<file path="src/design/crc8fr_pkg.sv">
// Package of the CRC-8 frame receiver: widths, reset values, the CRC step
// and the structs that pass between the front end, frame buffer and back end.
// Depends on nothing; every other design file uses it.
package crc8fr_pkg;

    localparam int          FRAME_LEN_DEF = 16;
    localparam int          BYTE_W        = 8;
    localparam int          IDX_W         = 6;
    localparam logic [7:0]  ADDR_RST      = 8'h01;
    localparam logic [7:0]  CRC_POLY      = 8'h07;

    // Write of one body byte into the frame buffer, plus the frame-done push.
    typedef struct packed {
        logic             en;
        logic             bank;
        logic [IDX_W-1:0] idx;
        logic [7:0]       data;
        logic             push;
        logic             push_bank;
    } t_fb_wr;

    // Read of one body byte, plus the release of a drained bank.
    typedef struct packed {
        logic             en;
        logic             bank;
        logic [IDX_W-1:0] idx;
        logic             pop;
    } t_fb_rd;

    // One CRC-8 step over a byte, MSB first, no reflection.
    function automatic logic [7:0] crc8_next(input logic [7:0] crc, input logic [7:0] b);
        logic [7:0] c;
        c = crc ^ b;
        for (int k = 0; k < 8; k++) begin
            if (c[7]) begin
                c = {c[6:0], 1'b0} ^ CRC_POLY;
            end else begin
                c = {c[6:0], 1'b0};
            end
        end
        return c;
    endfunction

endpackage

</file>
<file path="src/design/crc8fr_ifs.sv">
// Valid/ready channel interfaces of the CRC-8 frame receiver: received
// bytes, address register writes and frame words. Uses crc8fr_pkg widths.
interface crc8fr_rx_if;
    logic       valid;
    logic       ready;
    logic [7:0] rx_byte;
    modport source (output valid, output rx_byte, input ready);
    modport sink   (input valid, input rx_byte, output ready);
endinterface

interface crc8fr_cfg_if;
    logic       valid;
    logic       ready;
    logic [7:0] device_address;
    modport source (output valid, output device_address, input ready);
    modport sink   (input valid, input device_address, output ready);
endinterface

interface crc8fr_out_if;
    logic                          valid;
    logic                          ready;
    logic [7:0]                    frame_byte;
    logic [crc8fr_pkg::IDX_W-1:0]  byte_index;
    logic                          last_byte;
    modport source (output valid, output frame_byte, output byte_index, output last_byte,
                    input ready);
    modport sink   (input valid, input frame_byte, input byte_index, input last_byte,
                    output ready);
endinterface

</file>
<file path="src/design/crc8fr_fbuf.sv">
// Two-bank frame buffer: one memory holding two frame bodies and a full flag
// per bank, which forms a two-entry frame queue. Depends on crc8fr_pkg.
module crc8fr_fbuf #(
    parameter int FRAME_LEN = crc8fr_pkg::FRAME_LEN_DEF
) (
    input  logic                i_clk,
    input  logic                i_rst_n,
    input  crc8fr_pkg::t_fb_wr  i_wr,
    input  crc8fr_pkg::t_fb_rd  i_rd,
    output logic [1:0]          o_full,
    output logic [7:0]          o_rdata
);
    localparam int IW    = $clog2(FRAME_LEN - 1);
    localparam int DEPTH = 2 << IW;

    logic [7:0] r_mem [DEPTH];
    logic [7:0] r_rdata;
    logic [1:0] r_full;
    logic [1:0] n_full;
    logic [1:0] push_mask;
    logic [1:0] pop_mask;

    always_ff @(posedge i_clk) begin
        if (i_wr.en) begin
            r_mem[{i_wr.bank, i_wr.idx[IW-1:0]}] <= i_wr.data;
        end
        if (i_rd.en) begin
            r_rdata <= r_mem[{i_rd.bank, i_rd.idx[IW-1:0]}];
        end
    end

    always_comb begin
        push_mask = 2'b00;
        pop_mask  = 2'b00;
        if (i_wr.push) begin
            push_mask[i_wr.push_bank] = 1'b1;
        end
        if (i_rd.pop) begin
            pop_mask[i_rd.bank] = 1'b1;
        end
        n_full = (r_full | push_mask) & ~pop_mask;
    end

    always_ff @(posedge i_clk) begin
        if (!i_rst_n) begin
            r_full <= 2'b00;
        end else begin
            r_full <= n_full;
        end
    end

    assign o_full  = r_full;
    assign o_rdata = r_rdata;

    a_push_free: assert property (@(posedge i_clk) disable iff (!i_rst_n)
        i_wr.push |-> !r_full[i_wr.push_bank])
        else $error("frame pushed into a bank that is still full");
    a_pop_full: assert property (@(posedge i_clk) disable iff (!i_rst_n)
        i_rd.pop |-> r_full[i_rd.bank])
        else $error("bank released that holds no frame");
    a_no_write_full: assert property (@(posedge i_clk) disable iff (!i_rst_n)
        i_wr.en |-> !r_full[i_wr.bank])
        else $error("byte written into a bank that is being drained");

endmodule

</file>
<file path="src/design/crc8fr_front.sv">
// Front end: hunts for the address byte, collects the frame body into the
// frame buffer and checks the CRC byte. Depends on crc8fr_pkg and crc8fr_ifs.
module crc8fr_front #(
    parameter int FRAME_LEN = crc8fr_pkg::FRAME_LEN_DEF
) (
    input  logic                i_clk,
    input  logic                i_rst_n,
    crc8fr_rx_if.sink           i_rx,
    input  logic [7:0]          i_dev_addr,
    input  logic [1:0]          i_full,
    output crc8fr_pkg::t_fb_wr  o_wr
);
    localparam int             FW       = $clog2(FRAME_LEN);
    localparam logic [FW-1:0]  LAST_FILL = FW'(FRAME_LEN - 1);

    logic [FW-1:0] r_fill;
    logic [FW-1:0] n_fill;
    logic [7:0]    r_crc;
    logic [7:0]    n_crc;
    logic          r_wbank;
    logic          n_wbank;
    logic          accept;
    logic          crc_good;
    logic [7:0]    b;

    // At the check byte a new frame may open in the other bank, so that bank
    // must be free as well.
    assign i_rx.ready = !i_full[r_wbank] && !(r_fill == LAST_FILL && i_full[~r_wbank]);
    assign accept     = i_rx.valid && i_rx.ready;
    assign b          = i_rx.rx_byte;
    assign crc_good   = (r_crc == b);

    always_comb begin
        n_fill  = r_fill;
        n_crc   = r_crc;
        n_wbank = r_wbank;
        o_wr    = '0;
        o_wr.data = b;
        if (accept) begin
            if (r_fill == '0) begin
                if (b == i_dev_addr) begin
                    o_wr.en   = 1'b1;
                    o_wr.bank = r_wbank;
                    n_crc     = crc8fr_pkg::crc8_next(8'h00, b);
                    n_fill    = FW'(1);
                end
            end else if (r_fill != LAST_FILL) begin
                o_wr.en   = 1'b1;
                o_wr.bank = r_wbank;
                o_wr.idx  = crc8fr_pkg::IDX_W'(r_fill);
                n_crc     = crc8fr_pkg::crc8_next(r_crc, b);
                n_fill    = r_fill + FW'(1);
            end else begin
                o_wr.push      = crc_good;
                o_wr.push_bank = r_wbank;
                n_wbank        = crc_good ? ~r_wbank : r_wbank;
                n_fill         = '0;
                n_crc          = 8'h00;
                if (b == i_dev_addr) begin
                    o_wr.en   = 1'b1;
                    o_wr.bank = n_wbank;
                    n_crc     = crc8fr_pkg::crc8_next(8'h00, b);
                    n_fill    = FW'(1);
                end
            end
        end
    end

    always_ff @(posedge i_clk) begin
        if (!i_rst_n) begin
            r_fill  <= '0;
            r_crc   <= 8'h00;
            r_wbank <= 1'b0;
        end else begin
            r_fill  <= n_fill;
            r_crc   <= n_crc;
            r_wbank <= n_wbank;
        end
    end

    a_fill_range: assert property (@(posedge i_clk) disable iff (!i_rst_n)
        r_fill <= LAST_FILL)
        else $error("fill count ran past the frame length");

endmodule

</file>
<file path="src/design/crc8fr_back.sv">
// Back end: drains each good frame from the frame buffer as a run of words
// through an output register. Depends on crc8fr_pkg and crc8fr_ifs.
module crc8fr_back #(
    parameter int FRAME_LEN = crc8fr_pkg::FRAME_LEN_DEF
) (
    input  logic                i_clk,
    input  logic                i_rst_n,
    input  logic [1:0]          i_full,
    input  logic [7:0]          i_rdata,
    output crc8fr_pkg::t_fb_rd  o_rd,
    crc8fr_out_if.source        o_frame
);
    localparam int             IW       = $clog2(FRAME_LEN - 1);
    localparam logic [IW-1:0]  LAST_IDX = IW'(FRAME_LEN - 2);

    typedef enum logic [1:0] {
        BK_IDLE = 2'b01,
        BK_RUN  = 2'b10
    } t_bk_state;

    t_bk_state                     r_state;
    t_bk_state                     n_state;
    logic                          r_rbank;
    logic [IW-1:0]                 r_ridx;
    logic                          r_pend;
    logic [IW-1:0]                 r_pend_idx;
    logic                          r_ovld;
    logic [7:0]                    r_obyte;
    logic [crc8fr_pkg::IDX_W-1:0]  r_oidx;
    logic                          r_olast;
    logic                          load;
    logic                          issue;
    logic                          issue_last;

    // The memory read register doubles as a skid stage: it holds its word
    // until the output register can take it.
    assign load       = r_pend && (!r_ovld || o_frame.ready);
    assign issue      = (r_state == BK_RUN) && (!r_pend || load);
    assign issue_last = issue && (r_ridx == LAST_IDX);

    always_comb begin
        o_rd      = '0;
        o_rd.en   = issue;
        o_rd.bank = r_rbank;
        o_rd.idx  = crc8fr_pkg::IDX_W'(r_ridx);
        o_rd.pop  = issue_last;
    end

    always_comb begin
        n_state = r_state;
        unique case (r_state)
            BK_IDLE: begin
                if (i_full[r_rbank]) begin
                    n_state = BK_RUN;
                end
            end
            BK_RUN: begin
                if (issue_last) begin
                    n_state = BK_IDLE;
                end
            end
            default: n_state = BK_IDLE;
        endcase
    end

    always_ff @(posedge i_clk) begin
        if (!i_rst_n) begin
            r_state <= BK_IDLE;
            r_rbank <= 1'b0;
            r_ridx  <= '0;
            r_pend  <= 1'b0;
            r_ovld  <= 1'b0;
        end else begin
            r_state <= n_state;
            if (issue) begin
                r_ridx <= issue_last ? '0 : r_ridx + IW'(1);
                if (issue_last) begin
                    r_rbank <= ~r_rbank;
                end
            end
            if (issue) begin
                r_pend <= 1'b1;
            end else if (load) begin
                r_pend <= 1'b0;
            end
            if (load) begin
                r_ovld <= 1'b1;
            end else if (o_frame.ready) begin
                r_ovld <= 1'b0;
            end
        end
    end

    always_ff @(posedge i_clk) begin
        if (issue) begin
            r_pend_idx <= r_ridx;
        end
        if (load) begin
            r_obyte <= i_rdata;
            r_oidx  <= crc8fr_pkg::IDX_W'(r_pend_idx);
            r_olast <= (r_pend_idx == LAST_IDX);
        end
    end

    assign o_frame.valid      = r_ovld;
    assign o_frame.frame_byte = r_obyte;
    assign o_frame.byte_index = r_oidx;
    assign o_frame.last_byte  = r_olast;

    a_run_full: assert property (@(posedge i_clk) disable iff (!i_rst_n)
        (r_state == BK_RUN) |-> i_full[r_rbank])
        else $error("draining a bank that holds no frame");
    a_last_idx: assert property (@(posedge i_clk) disable iff (!i_rst_n)
        (r_ovld && r_olast) |-> (r_oidx == crc8fr_pkg::IDX_W'(LAST_IDX)))
        else $error("last flag on a word that is not the final body byte");

endmodule

</file>
<file path="src/design/crc8_frame_receiver.sv">
// Top level of the CRC-8 frame receiver: address register, front end,
// frame buffer and back end. Depends on crc8fr_pkg, crc8fr_ifs and submodules.
//
// Usage: received bytes enter on i_rx, one word per handshake. While hunting
// the block drops every byte that differs from the device address. The
// address byte opens a frame of FRAME_LEN bytes; the CRC-8 (poly 0x07, init
// 0) over the first FRAME_LEN-1 bytes is checked against the final byte.
// A good frame leaves on o_frame as FRAME_LEN-1 words, address first, with
// byte_index counting from 0 and last_byte set on the final body byte. A bad
// frame is dropped. A final byte equal to the address also opens the next
// frame. i_cfg writes the device address (reset value 1) and is always ready.
// The front takes one byte per cycle while i_rx.ready is high; the back drains
// one word per cycle while o_frame is ready, through the frame buffer's single
// read port. o_frame.valid follows a good frame's check byte through the bank
// flag, drain state, read and output registers. Two frame banks form a queue,
// so the front keeps collecting while a frame drains. i_rx.ready drops while
// the bank the front writes into still holds a frame, and the check byte also
// waits until the other bank is free. A stalled o_frame holds its word and
// backs up the drain, and once both banks hold frames it stalls the input as
// well. Reset clears the hunt state, the bank flags and the output valid.
module crc8_frame_receiver #(
    parameter int FRAME_LEN = crc8fr_pkg::FRAME_LEN_DEF
) (
    input  logic          i_clk,
    input  logic          i_rst_n,
    crc8fr_rx_if.sink     i_rx,
    crc8fr_cfg_if.sink    i_cfg,
    crc8fr_out_if.source  o_frame
);
    logic [7:0]          r_dev_addr;
    crc8fr_pkg::t_fb_wr  fb_wr;
    crc8fr_pkg::t_fb_rd  fb_rd;
    logic [1:0]          fb_full;
    logic [7:0]          fb_rdata;

    assign i_cfg.ready = 1'b1;

    always_ff @(posedge i_clk) begin
        if (!i_rst_n) begin
            r_dev_addr <= crc8fr_pkg::ADDR_RST;
        end else if (i_cfg.valid) begin
            r_dev_addr <= i_cfg.device_address;
        end
    end

    crc8fr_front #(.FRAME_LEN(FRAME_LEN)) u_front (
        .i_clk      (i_clk),
        .i_rst_n    (i_rst_n),
        .i_rx       (i_rx),
        .i_dev_addr (r_dev_addr),
        .i_full     (fb_full),
        .o_wr       (fb_wr)
    );

    crc8fr_fbuf #(.FRAME_LEN(FRAME_LEN)) u_fbuf (
        .i_clk   (i_clk),
        .i_rst_n (i_rst_n),
        .i_wr    (fb_wr),
        .i_rd    (fb_rd),
        .o_full  (fb_full),
        .o_rdata (fb_rdata)
    );

    crc8fr_back #(.FRAME_LEN(FRAME_LEN)) u_back (
        .i_clk   (i_clk),
        .i_rst_n (i_rst_n),
        .i_full  (fb_full),
        .i_rdata (fb_rdata),
        .o_rd    (fb_rd),
        .o_frame (o_frame)
    );

endmodule

</file>
<file path="src/flat_wrapper.sv">
// flat-port wrapper written by rule: the top's interface ports become plain ports
module crc8_frame_receiver_flat 
#(
    parameter int FRAME_LEN = crc8fr_pkg::FRAME_LEN_DEF
)
  (i_clk, i_rst_n, i_rx_valid, i_rx_rx_byte, i_rx_ready, i_cfg_valid, i_cfg_device_address, i_cfg_ready, o_frame_valid, o_frame_frame_byte, o_frame_byte_index, o_frame_last_byte, o_frame_ready);
  crc8fr_rx_if i_rx_i ();
  crc8fr_cfg_if i_cfg_i ();
  crc8fr_out_if o_frame_i ();
  input  logic i_clk;
  input  logic i_rst_n;
  input wire logic [$bits(i_rx_i.valid)-1:0] i_rx_valid;
  input wire logic [$bits(i_rx_i.rx_byte)-1:0] i_rx_rx_byte;
  output wire logic [$bits(i_rx_i.ready)-1:0] i_rx_ready;
  input wire logic [$bits(i_cfg_i.valid)-1:0] i_cfg_valid;
  input wire logic [$bits(i_cfg_i.device_address)-1:0] i_cfg_device_address;
  output wire logic [$bits(i_cfg_i.ready)-1:0] i_cfg_ready;
  output wire logic [$bits(o_frame_i.valid)-1:0] o_frame_valid;
  output wire logic [$bits(o_frame_i.frame_byte)-1:0] o_frame_frame_byte;
  output wire logic [$bits(o_frame_i.byte_index)-1:0] o_frame_byte_index;
  output wire logic [$bits(o_frame_i.last_byte)-1:0] o_frame_last_byte;
  input wire logic [$bits(o_frame_i.ready)-1:0] o_frame_ready;
  assign i_rx_i.valid = i_rx_valid;
  assign i_rx_i.rx_byte = i_rx_rx_byte;
  assign i_rx_ready = i_rx_i.ready;
  assign i_cfg_i.valid = i_cfg_valid;
  assign i_cfg_i.device_address = i_cfg_device_address;
  assign i_cfg_ready = i_cfg_i.ready;
  assign o_frame_valid = o_frame_i.valid;
  assign o_frame_frame_byte = o_frame_i.frame_byte;
  assign o_frame_byte_index = o_frame_i.byte_index;
  assign o_frame_last_byte = o_frame_i.last_byte;
  assign o_frame_i.ready = o_frame_ready;
  crc8_frame_receiver #(.FRAME_LEN(FRAME_LEN)) u_core (.i_clk(i_clk), .i_rst_n(i_rst_n), .i_rx(i_rx_i), .i_cfg(i_cfg_i), .o_frame(o_frame_i));
endmodule
</file>
<file path="config.mk">
export PLATFORM = sky130hd
export DESIGN_NAME = crc8_frame_receiver_flat
export DESIGN_NICKNAME = d
export VERILOG_FILES = /design/src/design/crc8fr_pkg.sv /design/src/design/crc8fr_ifs.sv /design/src/design/crc8fr_fbuf.sv /design/src/design/crc8fr_front.sv /design/src/design/crc8fr_back.sv /design/src/design/crc8_frame_receiver.sv /design/src/flat_wrapper.sv
export SDC_FILE = /design/constraint.sdc
export NUM_CORES = 1
export LEC_CHECK = 0
export ABC_AREA = 1
export BUFFER_PORTS_ARGS = -buffer_cell sky130_fd_sc_hd__clkbuf_2
export CAP_MARGIN = 20
export CORE_AREA = 3 3 158 198
export CTS_CLUSTER_DIAMETER = 50
export CTS_CLUSTER_SIZE = 10
export DETAILED_ROUTE_END_ITERATION = 12
export DIE_AREA = 0 0 161 201
export PLACE_DENSITY = 0.64
export SYNTH_ARGS = -nofsm -noshare
export SYNTH_HDL_FRONTEND = slang
export SYNTH_SLANG_ARGS = --single-unit
</file>
<file path="constraint.sdc">
create_clock -name i_clk -period 2.6 [get_ports i_clk]
set_input_delay 0.39 -clock i_clk [delete_from_list [all_inputs] [get_ports i_clk]]
set_output_delay 0.39 -clock i_clk [all_outputs]
set_load 0.01 [all_outputs]
</file>
# Yosys cells after proc, flatten, opt, wreduce, memory -nomap -nowiden
# Memories as Yosys holds them, arrays and structs flattened. A register that Yosys moved wholly into a read port is not among the register bits.
# Cells that the tools add are included.
# totals
out_inout_bits	18
ramBits	256
word_cells	219
reg_bits	49
in_bits	21
n_memories	1
# classes
add_sub_neg	2
eq_ne	11
magnitude_cmp	6
bitwise_logic	31
muxes	133
reduce_logical	21
# memory_table
memory	words	word_bits	read_ports	rd_clocked_by_memory_dff	write_ports	line_no	text
u_core.u_fbuf.r_mem	32	8	1	1	1	crc8fr_fbuf.sv:16	logic [7:0] r_mem [DEPTH];
# ops
op	count
8-bit 2-to-1 mux	74
3-bit 2-to-1 mux	23
3-bit NOT	23
4-bit 2-to-1 mux	6
2-bit 2-to-1 mux	11
8-bit == test	2
1-bit 2-to-1 mux	16
4-bit == test, second input constant	3
4-bit by 1-bit adder with 4-bit output, second input constant	2
1-bit logical AND	8
1-bit by 2-bit less-than comparator with 1-bit output, second input constant	4
8-bit XOR	1
2-bit AND reduction	3
1-bit zero test	4
4-bit zero test	1
2-bit != test, second input constant	2
4-bit != test, second input constant	1
1-bit NOT	4
2-bit one-hot mux with 2 select lines	1
2-bit nonzero test	2
3-bit AND reduction	1
2-bit AND	1
1-bit demux with 1-bit select	2
2-bit by 1-bit == test with 1-bit output, second input constant	1
6 further kinds	8

# Longest topological paths before layout
# logic_depth
depth_word	49
depth_mapped	14
depth_no_buf	14

# By module
# A second synthesis with hierarchy kept.
# hier_totals
hier_cells	1336
area_unflattened_um2	13944.6
# by_module_without_submodules
module	cells_each	seq_area_each_um2	area_per_inst_um2	n_inst
crc8fr_fbuf	930	7967.6	10945.5	1
crc8fr_front	260	260.2	1579.0	1
crc8fr_back	94	690.7	1068.5	1
crc8_frame_receiver	52	160.2	351.6	1

# Worst setup path before layout
# OpenSTA, ideal clock, no wires.
# synth_timing
path_kind	input to register
start	input i_rx_rx_byte[4]
end	memory u_core.u_fbuf.r_mem[10][0], enable pin
setup_time_ns	0.370
n_path_buf	1
path_slack_ns	0.135
cell_stages	13
arrival_ns	2.095
required_ns	2.230
cell_sequence	buf_2 xnor2_1 ha_1 nand2_1 nor2_1 nand3_1 nand2_1 nand2_1 nand3_1 nand2_1 nand2_2 nand3_1 nor2_1
# synth_between
elab_chain_len	7
elab_cells_between_ends	10
cone_classes	eq/ne: 2; mux: 8
# synth_rtl
item	line_no	text
start, declared	flat_wrapper.sv:13	input wire logic [$bits(i_rx_i.rx_byte)-1:0] i_rx_rx_byte;
8-bit == test	crc8fr_front.sv:41, crc8fr_front.sv:59	
2-bit 2-to-1 mux	crc8fr_front.sv:59	if (b == i_dev_addr) begin
2-bit 2-to-1 mux	crc8fr_front.sv:47	end else if (r_fill != LAST_FILL) begin
2-bit 2-to-1 mux (*)	crc8fr_front.sv:40	if (r_fill == '0) begin
8-bit 2-to-1 mux (*)	crc8fr_front.sv:39	if (accept) begin
1-bit 2-to-1 mux	crc8fr_fbuf.sv:24	if (i_wr.en) begin
1-bit 2-to-1 mux (implied by the code)	crc8fr_fbuf.sv:25	r_mem[{i_wr.bank, i_wr.idx[IW-1:0]}] <= i_wr.data;
end, declared	crc8fr_fbuf.sv:16	
# Mark *: on every way between the ends. The rest lies on a longest branch, timed or not.

# Worst setup path after layout
# layout_timing
start	register u_core.u_front.r_fill[1]
end	memory u_core.u_fbuf.r_mem[28][5], enable pin
# layout_between
elab_chain_len	8
elab_cells_between_ends	14
cone_classes	eq/ne: 2; mux: 7; reduce/logical: 5
# layout_rtl
item	line_no	text
start, declared	crc8fr_front.sv:16	logic [FW-1:0] r_fill;
start signal, assigned	crc8fr_front.sv:75	r_fill <= n_fill;
4-bit == test	crc8fr_front.sv:28	assign i_rx.ready = !i_full[r_wbank] && !(r_fill == LAST_FILL && i_full[~r_wbank]);
1-bit logical AND	crc8fr_front.sv:28	
1-bit zero test	crc8fr_front.sv:28	
1-bit logical AND	crc8fr_front.sv:28	
1-bit logical AND	crc8fr_front.sv:29	assign accept = i_rx.valid && i_rx.ready;
8-bit 2-to-1 mux (*)	crc8fr_front.sv:39	
1-bit 2-to-1 mux	crc8fr_fbuf.sv:24	
1-bit 2-to-1 mux (implied by the code)	crc8fr_fbuf.sv:25	
# Marks and branches as above.

==> impl_metrics.json <==
{
  "status": "complete, no violations",
  "tightestPinTransition_ns": 0.928,
  "fmax_mhz": 419,
  "finalCoreUtilization_pct": 52.6,
  "cts_tree": "done",
  "remaining_drc_errors": 0,
  "synth_top_family_by_area": "simple AND/OR/NAND/NOR gates",
  "clock_latency_ns": 0.53,
  "initial_utilization_pct": 44.9,
  "cts_made_buffers": 39,
  "cts_max_level": 2,
  "worst_hold_slack_ns": 0.0914,
  "ys_seq_area_share_pct": 68.8,
  "port_buffers": 35,
  "hpwl_um": 22100,
  "first_pass_iters": 5,
  "drive_gt1_share_pct": 15.9,
  "hold_violations": 0,
  "ys_ff_latch": 313,
  "grt_max_degree": 91,
  "rsz0062_at_grt": "no",
  "filler_cell_count": 2583,
  "cts-root-buf": "clkbuf_16",
  "viasPerCell": 5.32,
  "grt_use_total_pct": 20.8,
  "finalClockSkew_ns": 0.0214,
  "synthXorXnorAreaFrac_pct": 1.66,
  "crit_type": "reg2reg",
  "tns_ns": 0,
  "rows": 70,
  "worstPathMaxFanout": 8,
  "dieArea_mm2": 0.0324,
  "ant_nets": 0,
  "synth_cell_types": 39,
  "async_flop_share_pct": 0,
  "synth.area.mux_share_pct": 0,
  "diodes": 0,
  "area_growth_pct": 17.3,
  "setup_viol": 0,
  "start_kind": "register",
  "path_cells": "ha_1 -> nand2_2 -> nor2_8 -> nand2_1 -> nand2_1 -> inv_2 -> nand2_4 -> inv_4 -> nand3_4 -> nand2_2 -> or2_1 -> buf_12 -> nor2_2 -> buf_4",
  "die_y_um": 201,
  "gp_congestion": 0.888,
  "cp.required_ns": 2.82,
  "finalNetCount": 1297,
  "synth_fa_ha_area_share_pct": 0.663,
  "cts.clk_slew.worst_paths_ns": 0.05,
  "synth_area_mm2": 0.0132,
  "grt_pass1_vias": 8984,
  "maxCapViolCount": 0,
  "io_pins": 39,
  "power.density_mw_per_mm2": 811,
  "synth_edf_count": 281,
  "critPathCaptureType": "register",
  "via_count": 9023,
  "yosys.area_share.simple_pct": 13.9,
  "grt_pass1_wl_um": 51500,
  "arrival_ns": 2.61,
  "maxSlewHeadroom_pct": 38.1,
  "cts_sinks": 313,
  "antenna_found_initial": 0,
  "avgRoutedWirePerCell_um": 19.7,
  "clockBufferDepth": 3,
  "syn_inst": 1171,
  "slew_violations": 0,
  "irDropWorstVdd_mv": 0.506,
  "leakage_nw": 5.58,
  "holdCritPathClass": "in2reg",
  "overflow": 0,
  "coreArea_mm2": 0.0294,
  "ys.flop_type": "edfxtp_1",
  "crit_slowest_cell": "dfxtp_1",
  "synth_compound_area_share_pct": 10.8,
  "drt-initial-drc-count": 696,
  "syn_avg_cell_area_um2": 11.3,
  "wl_um": 33500,
  "yosysWarningCount": 0,
  "max_stage_delay_ns": 0.39,
  "die_w_um": 161,
  "finalCritPeriodShare_pct": 91.8,
  "min_period_ns": 2.39
}
## routing by layer
metal	share of wire [%]	global-route usage (%)
met1	40	25.7
met2	50	35.7
met3	5.4	3.69
met4	4.8	9.50
met5	0	0
## final cells by class
type / instances / area [µm²] / area share [%]
Clock buffer: 65 / 1090 / 7.07
Clock inverter: 7 / 86.3 / 0.557
Inverter: 67 / 255 / 1.65
Multi-Input combinational cell: 728 / 3610 / 23.3
Sequential cell: 313 / 9080 / 58.6
Tap cell: 396 / 495 / 3.20
Timing Repair Buffer: 120 / 863 / 5.57
## cell usage after synthesis (15+ instances only)
cell	count	area [µm²]
buf_2	16	80.1
o22ai_1	32	200
edfxtp_1	281	8440
xor2_1	15	131
nor2_1	214	803
clkbuf_1	39	146
nand2_1	141	529
o21ai_0	159	796
nand3_1	36	180
nand4_1	18	113
dfxtp_1	32	641
o211ai_1	32	240
a21oi_1	28	140
inv_1	56	210
## worst paths after layout
path / from / slack, ns / cells after the start / to
setup / recovery: u_core.u_front.r_fill[1]$_SDFFE_PN0P_ / 0.21 / 14 / u_core.u_fbuf.r_mem[28][5]$_DFFE_PP_
hold / removal: i_cfg_device_address[0] / 0.09 / 3 / u_core.r_dev_addr[0]$_SDFFE_PN1P_
setup reg to reg: u_core.u_front.r_fill[1]$_SDFFE_PN0P_ / 0.21 / 14 / u_core.u_fbuf.r_mem[28][5]$_DFFE_PP_
hold reg to reg: u_core.u_fbuf.o_rdata[3]$_DFFE_PP_ / 0.42 / 0 / u_core.u_back.o_frame.frame_byte[3]$_DFFE_PP_
## critical path: cells and delay by family (launching register included)
kind	cells	cell delay (ns)
AND/OR/NAND/NOR	9	0.99
buffers and inverters	4	0.48
flip-flops	1	0.39
adder cells (fa/ha/maj)	1	0.22
## report_power, final
part	total [mW]	switching, mW	leakage (nW)	internal, mW
clock	4.96	1.97	0.561	2.98
combinational	1.87	1.21	2.22	0.659
sequential	5.73	0.0858	2.79	5.65
## cell usage in the layout (no fill, tap or decap), types with 9 or more instances in the layout
cell type  instances
a21oi_1           28
buf_4             81
clkbuf_1          25
clkbuf_16         40
clkbuf_2          35
dfxtp_1           30
edfxtp_1         281
inv_1             55
nand2_1          140
nand3_1           34
nand4_1           18
nor2_1           214
nor2_2             9
o211ai_1          32
o21ai_0          159
o22ai_1           32
xor2_1            15
## repair_timing
action | CTS | global route
hold buffers | 0 | 0
buffers inserted | 0 | 1
gates resized for setup | 0 | 7
endpoints found under the setup margin | 0 | 222
## through the flow
stage	std cells	setup WS (ns)	total power, mW	cell area, µm²
after global placement	1623	-0.113	7.63	14300
after CTS	1695	0.000713	12.6	15400
after floorplan	1172	0.135	6.95	13200
after global routing	1696	0.0375	13.1	15500
final	1696	0.213	12.6	15500
after detailed placement	1623	-0.165	7.66	14300
## sequential cells by signal, indices dropped and copies added, names as in the netlist
name                              cells
u_core.u_back.o_frame.valid           1
u_core.r_dev_addr                     8
u_core.u_back.o_frame.byte_index      4
u_core.u_back.o_frame.last_byte       1
u_core.u_front.r_wbank                1
u_core.u_front.r_crc                  8
u_core.u_fbuf.o_full                  2
u_core.u_back.r_rbank                 1
u_core.u_back.r_pend_idx              4
u_core.u_fbuf.o_rdata                 8
u_core.u_back.r_ridx                  4
u_core.u_back.r_state                 2
u_core.u_back.o_frame.frame_byte      8
u_core.u_fbuf.r_mem                 256
u_core.u_front.r_fill                 4
u_core.u_back.r_pend                  1
## kinds of logic (layout without fill, tap and decap cells)
| kind of cell | after synthesis | after routing |
|---|---|---|
| flip-flops | 313 | 313 |
| other | 2 | 3 |
| AO/OA/AOI/OAI | 258 | 258 |
| XOR/XNOR | 25 | 25 |
| buffers and inverters | 131 | 259 |
| AND/OR/NAND/NOR | 435 | 435 |
| adder cells (fa/ha/maj) | 7 | 7 |
No activity file was read; power rests on OpenSTA's default activity.
